--- src/sva_pkg.sv ---
package sva_pkg;

  // Build-time defaults
  localparam int MAX_CHAN_DEF = 32;

  // Field widths
  localparam int OP_W     = 3;
  localparam int ORIGIN_W = 16;
  localparam int CLASS_W  = 3;
  localparam int PRI_W    = 8;
  localparam int IDX_W    = 5;
  localparam int STAT_W   = 3;
  localparam int ACT_W    = 6;
  localparam int IN_W     = 40;
  localparam int OUT_W    = 8;
  localparam int CFG_A_W  = 1;

  // Channel entry held in RAM: {origin, class, priority}
  localparam int ENT_W = ORIGIN_W + CLASS_W + PRI_W;

  // Common width for comparing counts and indexes
  localparam int CMP_W = 8;

  // Opcodes
  localparam logic [OP_W-1:0] OP_ALLOC   = 3'd0;
  localparam logic [OP_W-1:0] OP_STOP    = 3'd1;
  localparam logic [OP_W-1:0] OP_DETACH  = 3'd2;
  localparam logic [OP_W-1:0] OP_RELEASE = 3'd3;
  localparam logic [OP_W-1:0] OP_SETPRI  = 3'd4;
  localparam logic [OP_W-1:0] OP_CLEAR   = 3'd5;

  // Result status codes
  localparam logic [STAT_W-1:0] ST_FREE     = 3'd0;
  localparam logic [STAT_W-1:0] ST_REPLACED = 3'd1;
  localparam logic [STAT_W-1:0] ST_EVICTED  = 3'd2;
  localparam logic [STAT_W-1:0] ST_REJECTED = 3'd3;
  localparam logic [STAT_W-1:0] ST_DONE     = 3'd4;
  localparam logic [STAT_W-1:0] ST_NONE     = 3'd5;

  // Configuration register indexes
  localparam logic [CFG_A_W-1:0] CFG_ACTIVE = 1'd0;
  localparam logic [CFG_A_W-1:0] CFG_SFX    = 1'd1;

  // Reset value of the active-channels configuration register
  localparam logic [ACT_W-1:0] ACTIVE_RST = 6'd8;

  // Outcome flags of one table scan
  typedef struct packed {
    logic found_match;
    logic found_free;
    logic have_max;
  } sva_scan_flags_t;

endpackage

--- src/sound_voice_allocator.sv ---
// Channel        Dir  Beat contents
// s_axis_*       in   opcode, origin_id, sound_class, priority_req, channel_index
// m_axis_*       out  status, channel (one beat per input beat)
// cfg_*          in   write enable, register index, data (no read-back)
//
// Allocate, stop and detach scan the active channels (active_channels capped
// at MAX_CHAN) one RAM read per cycle; the result is then formed in the final
// state, and the next beat is taken once it is in the output register.
// With a count of zero the scan is skipped. Set priority does a single
// read-modify-write; release, clear all and ignored beats go straight to the
// final state. Reset and clear all drop every valid bit at once, so no
// clearing pass is needed. A new result waits in the final state while the
// previous one is still unclaimed; once it sits in the output register the
// next input beat is taken meanwhile.
module sound_voice_allocator import sva_pkg::*; #(
  parameter int MAX_CHAN = MAX_CHAN_DEF
) (
  input  logic               clk,
  input  logic               rst,
  // [2:0] opcode, [18:3] origin_id, [21:19] sound_class,
  // [29:22] priority_req, [34:30] channel_index, [39:35] zero
  input  logic [IN_W-1:0]    s_axis_tdata,
  input  logic               s_axis_tvalid,
  output logic               s_axis_tready,
  // [2:0] status, [7:3] channel
  output logic [OUT_W-1:0]   m_axis_tdata,
  output logic               m_axis_tvalid,
  input  logic               m_axis_tready,
  input  logic               cfg_we,
  input  logic [CFG_A_W-1:0] cfg_addr,
  input  logic [ACT_W-1:0]   cfg_data
);

  localparam int IW = (MAX_CHAN > 1) ? $clog2(MAX_CHAN) : 1;
  localparam int CW = $clog2(MAX_CHAN + 1);
  localparam logic [CMP_W-1:0] MAX_CHAN_C = CMP_W'(MAX_CHAN);

  localparam logic [1:0] S_IDLE = 2'd0;
  localparam logic [1:0] S_SCAN = 2'd1;
  localparam logic [1:0] S_FIN  = 2'd2;

  // Configuration registers
  logic [ACT_W-1:0] active_channels;
  logic             sfx_enable;

  always_ff @(posedge clk) begin
    if (rst) begin
      active_channels <= ACTIVE_RST;
      sfx_enable      <= 1'b1;
    end else if (cfg_we) begin
      case (cfg_addr)
        CFG_ACTIVE: active_channels <= cfg_data;
        CFG_SFX:    sfx_enable      <= cfg_data[0];
        default:    ;
      endcase
    end
  end

  // Channel table: valid and detached bits in flops, the rest in RAM
  logic [MAX_CHAN-1:0] chan_valid;
  logic [MAX_CHAN-1:0] chan_det;
  logic [ENT_W-1:0]    chan_ram [MAX_CHAN];
  logic [ENT_W-1:0]    ram_rd;

  logic [1:0] state;
  logic [1:0] state_next;

  // Latched request
  logic [OP_W-1:0]     op;
  logic [ORIGIN_W-1:0] org;
  logic [CLASS_W-1:0]  cls;
  logic [PRI_W-1:0]    pri;
  logic [IW-1:0]       idx;
  logic [CMP_W-1:0]    idx_x;
  logic [CMP_W-1:0]    n_cnt;
  logic                ign;

  // Scan control
  logic [CW-1:0] scan_addr;
  logic [CW-1:0] scan_end;
  logic          rd_pend;
  logic [IW-1:0] rd_idx;
  logic          issue;

  // Decode of the incoming beat
  logic                in_acc;
  logic [OP_W-1:0]     in_op;
  logic [IDX_W-1:0]    in_idx;
  logic [CMP_W-1:0]    in_idx_x;
  logic [IW-1:0]       in_idx_i;
  logic [CMP_W-1:0]    act_x;
  logic [CMP_W-1:0]    in_n;
  logic                in_ign;
  logic                in_scan;
  logic                in_setpri;

  always_comb begin
    in_acc    = s_axis_tvalid && s_axis_tready;
    in_op     = s_axis_tdata[2:0];
    in_idx    = s_axis_tdata[34:30];
    in_idx_x  = CMP_W'(in_idx);
    in_idx_i  = in_idx_x[IW-1:0];
    act_x     = CMP_W'(active_channels);
    in_n      = (act_x > MAX_CHAN_C) ? MAX_CHAN_C : act_x;
    in_ign    = !sfx_enable &&
                ((in_op == OP_ALLOC) || (in_op == OP_STOP) || (in_op == OP_DETACH));
    in_scan   = !in_ign && (in_n != '0) &&
                ((in_op == OP_ALLOC) || (in_op == OP_STOP) || (in_op == OP_DETACH));
    in_setpri = (in_op == OP_SETPRI) && (in_idx_x < in_n) && chan_valid[in_idx_i];
  end

  assign s_axis_tready = (state == S_IDLE);
  assign issue         = (scan_addr != scan_end);

  // Scan over the table
  sva_scan_flags_t     flags;
  logic [IW-1:0]       match_idx;
  logic [IW-1:0]       free_idx;
  logic [IW-1:0]       max_idx;
  logic [PRI_W-1:0]    max_pri;
  logic                scan_hit;

  assign scan_hit = (state == S_SCAN) && rd_pend;

  sva_scan #(.IW(IW)) u_scan (
    .clk         (clk),
    .rst         (rst),
    .clear       (in_acc),
    .hit         (scan_hit),
    .idx         (rd_idx),
    .ent_valid   (chan_valid[rd_idx]),
    .ent_det     (chan_det[rd_idx]),
    .ent_origin  (ram_rd[ENT_W-1 -: ORIGIN_W]),
    .ent_class   (ram_rd[PRI_W +: CLASS_W]),
    .ent_pri     (ram_rd[PRI_W-1:0]),
    .req_origin  (org),
    .req_class   (cls),
    .match_class (op == OP_ALLOC),
    .flags       (flags),
    .match_idx   (match_idx),
    .free_idx    (free_idx),
    .max_idx     (max_idx),
    .max_pri     (max_pri)
  );

  // Final decision, table update and result
  logic               fin_go;
  logic               setpri_ok;
  logic [STAT_W-1:0]  res_status;
  logic [IW-1:0]      res_ch;
  logic               wr_en;
  logic [ENT_W-1:0]   wr_data;
  logic               set_valid;
  logic               clr_valid;
  logic               set_det;
  logic               clr_all;
  logic [CMP_W-1:0]   res_ch_x;

  always_comb begin
    fin_go     = (state == S_FIN) && (!m_axis_tvalid || m_axis_tready);
    setpri_ok  = (idx_x < n_cnt) && chan_valid[idx];
    res_status = ST_NONE;
    res_ch     = '0;
    wr_en      = 1'b0;
    wr_data    = {org, cls, pri};
    set_valid  = 1'b0;
    clr_valid  = 1'b0;
    set_det    = 1'b0;
    clr_all    = 1'b0;
    if (ign) begin
      res_status = ST_NONE;
    end else begin
      case (op)
        OP_ALLOC: begin
          if (flags.found_match) begin
            res_status = ST_REPLACED;
            res_ch     = match_idx;
          end else if (flags.found_free) begin
            res_status = ST_FREE;
            res_ch     = free_idx;
          end else if (flags.have_max && (pri <= max_pri)) begin
            res_status = ST_EVICTED;
            res_ch     = max_idx;
          end else begin
            res_status = ST_REJECTED;
          end
          if (res_status != ST_REJECTED) begin
            wr_en     = 1'b1;
            set_valid = 1'b1;
          end
        end
        OP_STOP: begin
          if (flags.found_match) begin
            res_status = ST_DONE;
            res_ch     = match_idx;
            clr_valid  = 1'b1;
          end
        end
        OP_DETACH: begin
          if (flags.found_match) begin
            res_status = ST_DONE;
            res_ch     = match_idx;
            set_det    = 1'b1;
          end
        end
        OP_RELEASE: begin
          if (setpri_ok) begin
            res_status = ST_DONE;
            res_ch     = idx;
            clr_valid  = 1'b1;
          end
        end
        OP_SETPRI: begin
          if (setpri_ok) begin
            res_status = ST_DONE;
            res_ch     = idx;
            wr_en      = 1'b1;
            wr_data    = {ram_rd[ENT_W-1:PRI_W], pri};
          end
        end
        OP_CLEAR: begin
          res_status = ST_DONE;
          clr_all    = 1'b1;
        end
        default: res_status = ST_NONE;
      endcase
    end
    res_ch_x = CMP_W'(res_ch);
  end

  // Sequencer
  always_comb begin
    state_next = state;
    case (state)
      S_IDLE: if (in_acc) state_next = (in_scan || in_setpri) ? S_SCAN : S_FIN;
      S_SCAN: if (!issue && !rd_pend) state_next = S_FIN;
      S_FIN:  if (fin_go) state_next = S_IDLE;
      default: state_next = S_IDLE;
    endcase
  end

  always_ff @(posedge clk) begin
    if (rst) begin
      state <= S_IDLE;
    end else begin
      state <= state_next;
    end
  end

  // Request latch and scan range
  always_ff @(posedge clk) begin
    if (in_acc) begin
      op    <= in_op;
      org   <= s_axis_tdata[18:3];
      cls   <= s_axis_tdata[21:19];
      pri   <= s_axis_tdata[29:22];
      idx   <= in_idx_i;
      idx_x <= in_idx_x;
      n_cnt <= in_n;
      ign   <= in_ign;
    end
  end

  always_ff @(posedge clk) begin
    if (rst) begin
      scan_addr <= '0;
      scan_end  <= '0;
      rd_pend   <= 1'b0;
    end else if (in_acc) begin
      rd_pend <= 1'b0;
      if (in_setpri) begin
        scan_addr <= CW'(in_idx_x);
        scan_end  <= CW'(in_idx_x) + CW'(1);
      end else if (in_scan) begin
        scan_addr <= '0;
        scan_end  <= CW'(in_n);
      end else begin
        scan_addr <= '0;
        scan_end  <= '0;
      end
    end else if (state == S_SCAN) begin
      rd_pend <= issue;
      if (issue) scan_addr <= scan_addr + CW'(1);
    end
  end

  // Channel RAM: one read, one write port
  always_ff @(posedge clk) begin
    if ((state == S_SCAN) && issue) begin
      ram_rd <= chan_ram[scan_addr[IW-1:0]];
      rd_idx <= scan_addr[IW-1:0];
    end
    if (fin_go && wr_en) chan_ram[res_ch] <= wr_data;
  end

  // Valid and detached bits
  always_ff @(posedge clk) begin
    if (rst) begin
      chan_valid <= '0;
      chan_det   <= '0;
    end else if (fin_go) begin
      if (clr_all) begin
        chan_valid <= '0;
        chan_det   <= '0;
      end else begin
        if (set_valid) begin
          chan_valid[res_ch] <= 1'b1;
          chan_det[res_ch]   <= 1'b0;
        end
        if (clr_valid) begin
          chan_valid[res_ch] <= 1'b0;
          chan_det[res_ch]   <= 1'b0;
        end
        if (set_det) chan_det[res_ch] <= 1'b1;
      end
    end
  end

  // Output register
  always_ff @(posedge clk) begin
    if (rst) begin
      m_axis_tvalid <= 1'b0;
    end else if (fin_go) begin
      m_axis_tvalid <= 1'b1;
    end else if (m_axis_tready) begin
      m_axis_tvalid <= 1'b0;
    end
  end

  always_ff @(posedge clk) begin
    if (fin_go) m_axis_tdata <= {res_ch_x[IDX_W-1:0], res_status};
  end

endmodule

--- src/sva_scan.sv ---
module sva_scan import sva_pkg::*; #(
  parameter int IW = 5
) (
  input  logic                clk,
  input  logic                rst,
  input  logic                clear,
  input  logic                hit,
  input  logic [IW-1:0]       idx,
  input  logic                ent_valid,
  input  logic                ent_det,
  input  logic [ORIGIN_W-1:0] ent_origin,
  input  logic [CLASS_W-1:0]  ent_class,
  input  logic [PRI_W-1:0]    ent_pri,
  input  logic [ORIGIN_W-1:0] req_origin,
  input  logic [CLASS_W-1:0]  req_class,
  input  logic                match_class,
  output sva_scan_flags_t     flags,
  output logic [IW-1:0]       match_idx,
  output logic [IW-1:0]       free_idx,
  output logic [IW-1:0]       max_idx,
  output logic [PRI_W-1:0]    max_pri
);

  logic is_match;
  logic is_free;
  logic is_max;

  // Classify the entry coming out of the RAM this cycle
  always_comb begin
    is_match = ent_valid && !ent_det && (ent_origin == req_origin) &&
               (!match_class || (ent_class == req_class));
    is_free  = !ent_valid;
    // strict compare: the first of equal priorities wins
    is_max   = ent_valid && (!flags.have_max || (ent_pri > max_pri));
  end

  // Flags: first match, first free, busiest-to-evict
  always_ff @(posedge clk) begin
    if (rst || clear) begin
      flags <= '0;
    end else if (hit) begin
      if (is_match) flags.found_match <= 1'b1;
      if (is_free)  flags.found_free  <= 1'b1;
      if (is_max)   flags.have_max    <= 1'b1;
    end
  end

  // Captured indexes and running maximum
  always_ff @(posedge clk) begin
    if (hit) begin
      if (is_match && !flags.found_match) match_idx <= idx;
      if (is_free && !flags.found_free)   free_idx  <= idx;
      if (is_max) begin
        max_idx <= idx;
        max_pri <= ent_pri;
      end
    end
  end

endmodule

--- config.mk ---
export PLATFORM = sky130hd
export DESIGN_NAME = sound_voice_allocator
export DESIGN_NICKNAME = d
export VERILOG_FILES = /design/src/sva_pkg.sv /design/src/sound_voice_allocator.sv /design/src/sva_scan.sv
export SDC_FILE = /design/constraint.sdc
export NUM_CORES = 1
export LEC_CHECK = 0
export BUFFER_PORTS_ARGS = -buffer_cell sky130_fd_sc_hd__buf_2
export CORE_MARGIN = 1.5
export CORE_UTILIZATION = 63
export CTS_BUF_LIST = sky130_fd_sc_hd__clkbuf_4 sky130_fd_sc_hd__clkbuf_8 sky130_fd_sc_hd__clkbuf_16
export CTS_CLUSTER_DIAMETER = 200
export CTS_CLUSTER_SIZE = 20
export DETAILED_ROUTE_END_ITERATION = 10
export PLACE_DENSITY_LB_ADDON = 0.2
export SLEW_MARGIN = 20
export SYNTH_ARGS = -nofsm -noshare
export SYNTH_HDL_FRONTEND = slang
export SYNTH_SLANG_ARGS = --single-unit
--- constraint.sdc ---
create_clock -name clk -period 5.1 [get_ports clk]
set_input_delay 0.51 -clock clk [delete_from_list [all_inputs] [get_ports clk]]
set_output_delay 0.51 -clock clk [all_outputs]
set_load 0.02 [all_outputs]
==> results by group, run 1 <==
Clock network
  – Root buf cell: clkbuf_16
  – Clock sink total: 1059
  – Cts bufs inserted: 58
  – Resize count post-CTS: 0
  – Clock-pin transition on the worst setup and hold timing paths: 0.08 ns
  – Max Root-Sink Buffers: 3
  – Post-CTS setup buffer count: 0
  – Clock Latency Late Sink: 0.66 ns
  – CTS tree: yes
  – H-tree depth: 2
  – Hold Buf Count CTS: 4

Synth
  – Post-Synthesis Cells: 2248
  – Post-Synth Simple-Gate Area: 0.03302
  – Avg Cell Area, Syn: 19.17 µm²
  – Synth area leader: edfxtp_1
  – Primary FF master, synth: edfxtp_1
  – Post-synthesis sequential area ratio: 0.7172
  – #FFs+latches synth: 1059
  – Post-synthesis compound-gate area fraction: 0.04522
  – Cells taking the most area after synthesis: edfxtp_1, mux4_2, dfxtp_1
  – Post-synth top area share: 0.6754
  – Async SR Flop Fraction: 0
  – Largest family of logic cells by synthesized area: multiplexers
  – Post-Syn Area: 43090 µm²
  – Synth Area in XOR/XNOR: 0.006098
  – Post-synth top cells: edfxtp_1, mux4_2, clkbuf_1, dfxtp_1, a21oi_1
  – Synth Net Count: ~2300
  – Ys Warns: 0
  – Top-count cell post-synth: edfxtp_1
  – Netlist cell types: 74
  – Post-Synth Adder-Cell Area: 0.007550
  – Mux cell area share after synthesis: 0.1753
  – Number of synthesized flops with an enable pin: between 900 and 1000

Floorplanning
  – Top-Level Pins: 62
  – # rows: 95
  – Die Span X: 264.5 µm
  – CORE AREA: about 67000 µm²
  – Initial Util: 0.6393
  – Die ar.: roughly 70000 µm²
  – Die boundary height: 264.5 µm

Worst setup path
  – Setup slack, reg-to-reg: 0.37 ns
  – CP max stage cell: edfxtp_1
  – Crit path cell chain: ha_1 -> nand4_1 -> a21oi_1 -> nor2_1 -> o211ai_1 -> o311a_1 -> a21oi_2 -> nand2b_1 -> nor2_4 -> buf_4
  – Startpoint Class: register
  – Crit path kind: register to register
  – Worst path arrival time: between 5 and 6 ns
  – CP required: 5.46 ns
  – CP max FO: 33
  – Critical path capture point type: register
  – Worst path max stage delay: 0.78 ns

Route
  – Final ANT Viol Nets: 0
  – Drc violations: 0
  – Detailed Routing Iterations Pass 1: 5
  – 1st-iter DRT viols: approximately 3000
  – Routed via count: around 23000
  – DRT Wirelength: 102400 µm
  – Wirelength per Cell: 31.91 µm
  – Via density: 7.051

Finish
  – Antenna cells: 0
  – Layout net count: 2391
  – Area Overhead vs Synth: 8.907%
  – Layout cells sized above 1: 0.2723
  – Post-route cell area: 46920 µm²
  – Layout fillers: 4057
  – Final core occ: 0.6962

Placed design
  – Dpl cell area: between 40000 and 50000 µm²
  – Gpl congestion: 0.8926
  – Final HPWL DP: between 50000 and 60000 µm
  – Count of port buffers added during placement: 56

Power and ir drop
  – Pwr dens: about 340 nW/µm²
  – Worst VDD drop: 0.0003546 V
  – Leakage Power: 14.24 nW

STA
  – Final hold slack: 0.02458 ns
  – Worst slew margin: 0.2501
  – Min cycle time layout: 4.733 ns
  – Setup violations, final: 0
  – Actual slew at the worst max-slew pin: ~1.1 ns
  – Fmax achieved: 211.3 MHz
  – RSZ-0062 raised after global routing: no
  – Period utilisation layout: 0.9280
  – Final hold vios: 0
  – Max-slew violation count: 0
  – Worst Clk Skew: 0.02831 ns
  – Setup TNS: 0 ns

GRT
  – GRT Total Usage: 0.2985
  – Initial antenna violation count: 4
  – First-pass GRT wire length: 150900 µm
  – Total congestion overflow: 0
  – Largest net degree at the start of global routing: approximately 70
  – Vias in the first global route: 22879

Hold path
  – Hold Path Class: primary input to register

Job
  – Max-cap viol count: 0

Outcome
  – Status: complete, no violations
==> routing by layer <==
metal,up-vias,part of all wire,global-route usage
met2,1176,0.49,0.4888
met4,2,0.037,0.1069
met5,-,0.00013,0
met3,206,0.086,0.04385
met1,11872,0.38,0.4179
li1,9372,-,-
==> metrics by stage <==
stage          total power [mW]  instances  setup slack, ns
6_report                  16.19       3209           0.3671
5_1_grt                   16.61       3209          0.07248
4_1_cts                   16.25       3209           0.3814
3_5_place_dp              11.52       3122           0.4090
3_3_place_gp              11.48       3122           0.5848
2_1_floorplan             11.05       2248           0.8865
==> cell usage in the layout (no fill, tap or decap), drive strengths merged, types with 22 or more instances in the layout <==
| cell | instances |
|---|---|
| xnor2 | 22 |
| nor2 | 75 |
| clkbuf | 81 |
| nand2 | 68 |
| edfxtp | 969 |
| ha | 26 |
| a211oi | 55 |
| dfxtp | 90 |
| mux2 | 54 |
| nand3 | 52 |
| mux4 | 300 |
| inv | 34 |
| buf | 139 |
| a21oi | 88 |
| o21ai | 64 |
==> where the power goes <==
group	switching, mW	internal (mW)	leakage [nW]	total [mW]
clock	2.62	2.24	0.843	4.86
combinational	0.847	0.712	3.94	1.56
sequential	0.135	9.64	9.47	9.77
total	3.60	12.6	14.2	16.2
==> path summary, 6_finish.rpt <==
path	from	depth (start not counted)	end
worst max-delay path	pri[7]	10	chan_ram[20][11]
worst min-delay path	s_axis_tdata[12]	1	org[9]
worst max register to register	pri[7]	10	chan_ram[20][11]
worst min register to register	ram_rd[0]	0	u_scan.max_pri[0]
==> flip-flops by register name, indices dropped and copies added, names as in the netlist, 5 cells and up <==
name / count
pri: 8
u_scan.max_idx: 5
scan_addr: 6
chan_valid: 32
org: 16
active_channels: 6
idx_x: 5
u_scan.match_idx: 5
n_cnt: 6
ram_rd: 27
rd_idx: 5
scan_end: 6
chan_ram: 864
m_axis_tdata: 8
u_scan.max_pri: 8
chan_det: 32
u_scan.free_idx: 5
==> logic make-up (layout without fill, tap and decap cells) <==
group / after synthesis / in the layout
and+or+nand+nor: 293 / 293
xor gates and xnor gates: 30 / 30
AOI/OAI and AO/OA: 296 / 296
adders and majority gates: 26 / 26
buffers and inverters: 171 / 259
DFF: 1059 / 1059
muxes: 373 / 373
==> layout make-up <==
type                       count  area [µm²]  area share
clock buffer                  81        1642     0.03498
clock inverter                 2       28.78   0.0006133
inverter                      33       126.4    0.002693
multi-input combinational   1018       11800      0.2515
sequential                  1059       30910      0.6588
tap                          873        1092     0.02328
timing repair buffer         143        1319     0.02811
==> worst max-delay path, delay by kind of cell (launching register included) <==
kind	cells	cell delay, ns
simple gates	4	1.53
compound gates	4	1.26
flops	1	0.78
fa+ha+maj	1	0.52
buf+inv	1	0.32
No activity file was read; power rests on OpenSTA's default activity.
==> run 2, diff against run 1 <==
Settings changed: CORE_UTILIZATION 63 to 60.
==> results by group, run 2 (synthesized netlist as in run 1, its figures left out) <==
Floorplanning
  – Top-Level Pins: 62 (unchanged)
  – Initial Util: 0.6048 (was 0.6393)
  – Die ar.: 73420 µm² (was 69970 µm²)
  – Die boundary height: 271.0 µm (was 264.5 µm)
  – CORE AREA: 71240 µm² (was 67400 µm²)
  – Die Span X: 271.0 µm (was 264.5 µm)
  – # rows: 98 (was 95)

Power and ir drop
  – Leakage Power: 14.32 nW (was 14.24 nW)
  – Pwr dens: 343.3 nW/µm² (was 345.0 nW/µm²)
  – Overall power: 16.17 mW (was 16.19 mW)
  – Worst VDD drop: 0.0003783 V (was 0.0003546 V)

Route
  – DRT Wirelength: 102700 µm (was 102400 µm)
  – 1st-iter DRT viols: 3075 (was 2958)
  – Drc violations: 0 (unchanged)
  – Final ANT Viol Nets: 0 (unchanged)
  – Via density: 6.790 (was 7.051)
  – Wirelength per Cell: 31.05 µm (was 31.91 µm)
  – Detailed Routing Iterations Pass 1: 6 (was 5)
  – Routed via count: 22449 (was 22628)

Placed design
  – Gpl congestion: 0.9090 (was 0.8926)
  – Count of port buffers added during placement: 56 (unchanged)
  – Final HPWL DP: 59270 µm (was 58050 µm)

Worst setup path
  – CP max stage cell: nor2_4 (was edfxtp_1)
  – Worst Setup SP: pri[5] (was pri[7])
  – Setup slack, reg-to-reg: 0.44 ns (was 0.37 ns)
  – CP required: 5.38 ns (was 5.46 ns)
  – Worst path max stage delay: 0.57 ns (was 0.78 ns)
  – Worst R2R Start: pri[5] (was pri[7])
  – Crit path cell chain: buf_4 -> ha_1 -> nand4_1 -> a21oi_1 -> nor2_1 -> o211ai_1 -> o311a_1 -> a21oi_2 -> nand2b_1 -> nor2_4 -> buf_4 (was ha_1 -> nand4_1 -> a21oi_1 -> nor2_1 -> o211ai_1 -> o311a_1 -> a21oi_2 -> nand2b_1 -> nor2_4 -> buf_4)
  – Worst path arrival time: 4.94 ns (was 5.09 ns)
  – Reg2reg end: chan_ram[16][8] (was chan_ram[20][11])
  – Critical path capture point type: register (unchanged)
  – Startpoint Class: register (unchanged)
  – Crit path kind: register to register (unchanged)
  – Crit path top cell by count: buf_4
  – Crit path to: chan_ram[16][8] (was chan_ram[20][11])
  – R2R depth: 11 (was 10)
  – CP max FO: 33 (unchanged)

Clock network
  – Root buf cell: clkbuf_16 (unchanged)
  – Max Root-Sink Buffers: 3 (unchanged)
  – Cts bufs inserted: 58 (unchanged)
  – Clock-pin transition on the worst setup and hold timing paths: 0.08 ns (about the same)
  – Post-CTS setup buffer count: 0 (unchanged)
  – CTS tree: yes (unchanged)
  – H-tree depth: 2 (unchanged)
  – Clock sink total: 1059 (unchanged)
  – Clock Latency Late Sink: 0.66 ns (about the same)

Finish
  – Max reg flops: 864 (unchanged)
  – Layout cells sized above 1: 0.2777 (was 0.2723)
  – Layout net count: 2408 (was 2391)
  – Commonest non-fill, non-tap cell in the layout: edfxtp_1 (unchanged)
  – Final core occ: 0.6611 (was 0.6962)
  – Most flops, register: chan_ram (unchanged)
  – Biggest regs: chan_ram x864, chan_det x32, chan_valid x32 (unchanged)
  – Area Overhead vs Synth: 9.310% (was 8.907%)
  – Highest-count cells in the layout ignoring fill and taps: edfxtp_1, mux4_2, a21oi_1 (unchanged)

GRT
  – GRT Total Usage: 0.2850 (was 0.2985)
  – Largest net degree at the start of global routing: 131 (was 68)
  – First-pass GRT wire length: 150800 µm (was 150900 µm)
  – Vias in the first global route: 22471 (was 22879)
  – Initial antenna violation count: 1 (was 4)
  – Total congestion overflow: 0 (unchanged)

STA
  – Fmax achieved: 214.7 MHz (was 211.3 MHz)
  – Period utilisation layout: 0.9132 (was 0.9280)
  – Worst slew margin: 0.2463 (was 0.2501)
  – Setup violations, final: 0 (unchanged)
  – RSZ-0062 raised after global routing: no (unchanged)
  – Max-slew violation count: 0 (unchanged)
  – Actual slew at the worst max-slew pin: 1.131 ns (was 1.125 ns)
  – Setup TNS: 0 ns (unchanged)
  – Final hold vios: 0 (unchanged)
  – Min cycle time layout: 4.657 ns (was 4.733 ns)
  – Worst Clk Skew: 0.03269 ns (was 0.02831 ns)

Job
  – Max-cap viol count: 0 (unchanged)

Outcome
  – Status: complete, no violations (unchanged)

Hold path
  – Hold Path Class: primary input to register (unchanged)
  – Hold path cells: 1 (unchanged)
[run 2: routing by layer]
layer | track usage | routed length, µm
met5 | 0 | 10
met4 | 0.08203 | 2830
met3 | 0.03710 | 8831
met2 | 0.4690 | 51710
met1 | 0.4064 | 39280
[run 2: final cells by class]
type,instances,area (µm²)
inverters,33,126.4
flip-flops and latches,1059,30910
clock buffers,82,1632
repair buffers,160,1406
fillers,4556,24140
multi-input cells,1018,11800
clock inverters,3,33.78
well taps,950,1189
diodes,1,2.502
[run 2: timing repair]
action | in CTS | in global routing
resized for setup | 0 | 0
hold buffers | 3 | 0
endpoints found under the hold margin | 3 | 0
[run 2: worst max-delay path: cells and delay by family, from the launching register on]
| kind | cells | cell delay (ns) |
|---|---|---|
| and+or+nand+nor | 4 | 1.49 |
| adders and majority gates | 1 | 0.35 |
| buffers and inverters | 2 | 0.75 |
| DFF | 1 | 0.37 |
| AOI/OAI and AO/OA | 4 | 1.30 |
[run 2: how the worst min path moves through the flow]
stage / endpoint / start
floorplan: rd_idx[2] / scan_addr[2]
global placement: u_scan.max_pri[0] / ram_rd[0]
detailed placement: u_scan.max_pri[0] / ram_rd[0]
CTS: org[0] / s_axis_tdata[3]
global route: org[13] / s_axis_tdata[16]
finish: org[13] / s_axis_tdata[16]
[run 2: metrics by stage]
step / setup slack, ns / instances / hold WS, ns / area [µm²]
after floorplan: 0.8865 / 2248 / 0.4064 / 43090
after detailed placement: 0.4910 / 3217 / 0.4420 / 45400
after global placement: 0.6154 / 3217 / 0.4366 / 45400
final: 0.4425 / 3306 / 0.03193 / 47100
after global routing: 0.1868 / 3305 / 0.01642 / 47090
after CTS: 0.4522 / 3305 / 0.001262 / 47090
[run 2: power by group]
group	internal (mW)	switching, mW	total [mW]
Clock	2.23	2.61	4.83
Combinational	0.727	0.857	1.58
Sequential	9.64	0.115	9.75
Total	12.6	3.58	16.2
